File: src/arh_pkg.sv
// Shared constants and types for the auto-range histogram.
package arh_pkg;
	localparam int MaxSamples = 1024;
	localparam int MaxBins = 64;
	localparam int SampleBits = 16;
	localparam int AddrW = $clog2(MaxSamples);
	localparam int TallyW = $clog2(MaxSamples + 1);
	localparam int BinW = $clog2(MaxBins);
	localparam int BinsW = $clog2(MaxBins + 1);
	localparam int HitsW = 11;
	localparam int CentreW = 24;
	localparam int RangeW = SampleBits + 1;
	localparam logic [HitsW-1:0] HitsMax = '1;
	localparam logic [6:0] BinTotalReset = 7'd16;

	typedef enum logic [5:0] {
		ST_LOAD  = 6'b000001,
		ST_CLEAR = 6'b000010,
		ST_BIN   = 6'b000100,
		ST_DIV   = 6'b001000,
		ST_CNT   = 6'b010000,
		ST_EMIT  = 6'b100000
	} state_t;

	typedef struct packed {
		logic start;
		logic [RangeW+BinsW-1:0] num;
		logic [RangeW-1:0] den;
	} div_req_t;
endpackage

File: src/arh_div.sv
// Restoring divider, one quotient bit per cycle.
module arh_div (
	input  logic clk,
	input  logic arst_n,
	input  arh_pkg::div_req_t req,
	output logic done,
	output logic [arh_pkg::RangeW+arh_pkg::BinsW-1:0] quot
);
	import arh_pkg::*;
	localparam int NW = RangeW + BinsW;
	localparam int CW = $clog2(NW + 1);

	logic [NW-1:0] num_q, quot_q;
	logic [RangeW-1:0] den_q;
	logic [RangeW:0] rem_q, trial;
	logic [CW-1:0] cnt_q;
	logic busy_q, done_q;

	assign trial = {rem_q[RangeW-1:0], num_q[NW-1]};

	always_ff @(posedge clk or negedge arst_n) begin
		if (!arst_n) begin
			busy_q <= 1'b0;
			done_q <= 1'b0;
			cnt_q <= '0;
		end else begin
			done_q <= 1'b0;
			if (req.start) begin
				busy_q <= 1'b1;
				cnt_q <= CW'(NW);
			end else if (busy_q) begin
				cnt_q <= cnt_q - 1'b1;
				if (cnt_q == CW'(1)) begin
					busy_q <= 1'b0;
					done_q <= 1'b1;
				end
			end
		end
	end

	always_ff @(posedge clk) begin
		if (req.start) begin
			num_q <= req.num;
			den_q <= req.den;
			rem_q <= '0;
			quot_q <= '0;
		end else if (busy_q) begin
			num_q <= {num_q[NW-2:0], 1'b0};
			if (trial >= {1'b0, den_q}) begin
				rem_q <= trial - {1'b0, den_q};
				quot_q <= {quot_q[NW-2:0], 1'b1};
			end else begin
				rem_q <= trial;
				quot_q <= {quot_q[NW-2:0], 1'b0};
			end
		end
	end

	assign done = done_q;
	assign quot = quot_q;
endmodule

File: config.mk
export PLATFORM = sky130hd
export DESIGN_NAME = arh_div
export DESIGN_NICKNAME = d
export VERILOG_FILES = /design/src/arh_pkg.sv /design/src/arh_div.sv
export SDC_FILE = /design/constraint.sdc
export NUM_CORES = 1
export LEC_CHECK = 0
export ABC_AREA = 1
export BUFFER_PORTS_ARGS = -buffer_cell sky130_fd_sc_hd__buf_2
export CORE_UTILIZATION = 51
export DETAILED_ROUTE_END_ITERATION = 16
export GPL_ROUTABILITY_DRIVEN = 0
export PLACE_DENSITY = 0.76
export SLEW_MARGIN = 20
export SYNTH_ARGS = -nofsm -noshare
export SYNTH_HDL_FRONTEND = slang
export SYNTH_SLANG_ARGS = --single-unit
File: constraint.sdc
create_clock -name clk -period 1.88 [get_ports clk]
set_input_delay 0 -clock clk [delete_from_list [all_inputs] [get_ports clk]]
set_output_delay 0 -clock clk [all_outputs]
set_load 0.01 [all_outputs]
==> out/results.ini <==
[status]
status=complete, but fails checks
violations=negative setup slack

[job]
drv_cap=0

[global_route]
grt_pass1_wl_mm=18.2
antenna_found_initial=0
overflow=0
grt_max_degree=28
grt_pass1_vias=4112
gr-usage-all-layers_pct=25.4

[logic_synthesis]
synth_edf_count=41
synth_fa_ha_area_share_pct=5.69
syn_area_mm2=0.00453
synth_compound_area_share_pct=6.25
yosys.area_share.simple_pct=28.3
synthTopCellsByArea=edfxtp_1 (27%), nand2_1 (19%), dfxtp_1 (18%)
yosysMostFrequentCell=nand2_1
yosysTopAreaCell=edfxtp_1
synthTopCellsByCount=nand2_1 (226), inv_1 (86), dfxtp_1 (41), edfxtp_1 (41), nand3_1 (31)
synthCells=571
synth_seq_cells=89
synth_xor_area_share_pct=1.35
synth_async_sr_flop_share_pct=7.87
avgSynthCellArea_um2=7.93
synth_top_family_by_area=simple AND/OR/NAND/NOR gates
synth.distinct_cells=37
syn_nets=635
yosys_warnings=0
yosys.area.top_type_share_pct=27.2
synth_mux_area_share_pct=0
yosysSeqAreaShare_pct=49.2
ys.flop_type=edfxtp_1

[clocking]
cts.sinks=89
max-clock-path-buffers=2
cts_root_buffer=clkbuf_8
cts_max_level=3
clk_pin_slew_ps=100
cts_made_buffers=9
cts_tree=done
clock_latency_ps=360

[sta]
fin_crit_sh_pct=103
rsz0062_at_grt=yes
slew_viol_final=0
min_period_ps=1940
finalSetupTns_ps=-130
finalHoldViolations=0
tightest_slew_ps=672
setup_viol=9
clock.fmax_mhz=517
worst_slack_ps=-55.9
relSlewSlack_pct=55.2
finalClockSkew_ps=10.4

[setup_path]
timing.rr.start=num_q[23]
reg2reg_slack_ps=-60
cp_max_fo=6
worstSetupPathType=flop to flop
cpPeakStageDelay_ps=400
path_cells=inv_1 -> ha_2 -> inv_2 -> fa_2 -> nand4_1 -> nand3_2 -> nand2_4 -> nand2_2 -> nand2_1 -> nand2_1 -> nand2_1 -> nand2_1
timing.rr.end=rem_q[16]
startpoint_type=flop
cp_slowest_cell=edfxtp_1
cp-end-kind=flop
crit_arrival_ps=2200
cp.buffers_inverters=2
cp_data_required_time_ps=2140
crit_family=simple AND/OR/NAND/NOR gates
critPathMostFrequentCell=nand2_1
reg2reg_depth=12

[drt]
viasPerCell=5.12
drtIter0Drc=285
wirelength_mm=11.3
firstDrtPassIters=8
final_antenna_net_count=0
wire_per_inst_um=13.6
vias=4247
drc_errors=0

[floorplanning]
ios=69
rows=34
die_x_um=96.2
initial_utilization_pct=52.4
die_area_mm2=0.00926
core_mm2=0.00864
die_y_um=96.2

[layout]
synthToLayoutAreaGrowth_pct=36.3
final_util_pct=71.4
antenna_cells=0
finalNetCount=780
drive_gt1_share_pct=25.2
layout.cells.non_filler=829

[place]
placedCellCount=758
dp_slack_ps=-143
port_buffers=68
dp_hpwl_mm=6.99

[power]
p_leak_nw=3.11
p_total_mw=7.35
p_per_area_mw_per_mm2=1190
ir_drop_mv=0.778

[worst_hold_path]
hp-class=primary input to asynchronous set/reset pin

-- state kept, by name, indices dropped and copies added (netlist names) --
name,flops
cnt_q,5
num_q,24
rem_q,17
quot,24
done,1
den_q,17
busy_q,1
-- cell type report --
type                            count  area (um2)
Inverter                           89         334
Sequential cell                    89        2230
Clock inverter                      7         106
Timing Repair Buffer              148        1070
Multi-Input combinational cell    379        2170
Clock buffer                        9         124
Tap cell                          108         135
Fill cell                         628        2470
-- power by group --
part / internal [mW] / switching (mW)
combinational: 1.50 / 1.83
clock: 0.762 / 0.741
sequential: 2.30 / 0.226
total: 4.56 / 2.79
-- how the worst max path moves through the flow --
stage	startpoint	to	cells past startpoint
after floorplan	num_q[23]	rem_q[3]	13
after global placement	den_q[11]	rem_q[15]	12
after detailed placement	num_q[23]	rem_q[15]	12
after CTS	num_q[23]	rem_q[12]	16
after global routing	den_q[4]	rem_q[2]	14
final	num_q[23]	rem_q[16]	12
-- cell families (layout without fill, tap and decap cells) --
family	after synthesis	count (layout)
compound gates	48	48
xor+xnor	7	7
fa+ha+maj	20	20
buf+inv	105	253
flops	89	89
simple gates	302	304
-- metal layers --
metal	part of all wire [%]	up-vias	track usage (%)
met2	50	165	42.4
li1	-	2100	-
met3	6.1	18	5.77
met4	1.9	0	10.3
met5	0	-	0
met1	42	1964	31.7
-- through the flow --
step / cell area, um2 / hold WS [ps]
final: 6170 / 27.6
after detailed placement: 5120 / -151
after CTS: 6060 / 1.31
after global routing: 6170 / 36.0
after global placement: 5120 / -161
after floorplan: 4530 / -296
-- cells in the final DEF (no fill, tap or decap), types with 6 or more instances in the layout --
cell type,synthesis,layout
nand2_1,226,217
edfxtp_1,41,41
a21oi_1,12,9
nand3_1,31,25
o22ai_1,23,23
nor2_1,14,14
xor2_1,6,6
nand3_2,1,7
clkbuf_8,0,9
dfrtp_1,7,7
nand2_4,1,7
ha_1,19,6
ha_4,0,11
nand2_2,7,12
dlygate4sd3_1,0,42
o21ai_0,8,7
buf_4,2,34
dfxtp_1,41,41
inv_1,86,82
buf_2,0,68
-- timing repair --
action | 4_1_cts | 5_1_grt
pin swaps | 31 | 7
gates cloned | 2 | 0
resized for setup | 36 | 17
hold buffers | 42 | 0
endpoints found under the hold margin | 48 | 0
setup endpoints to repair | 18 | 18
setup buffers | 9 | 2
Note: power is estimated with default switching activity, not from simulation.
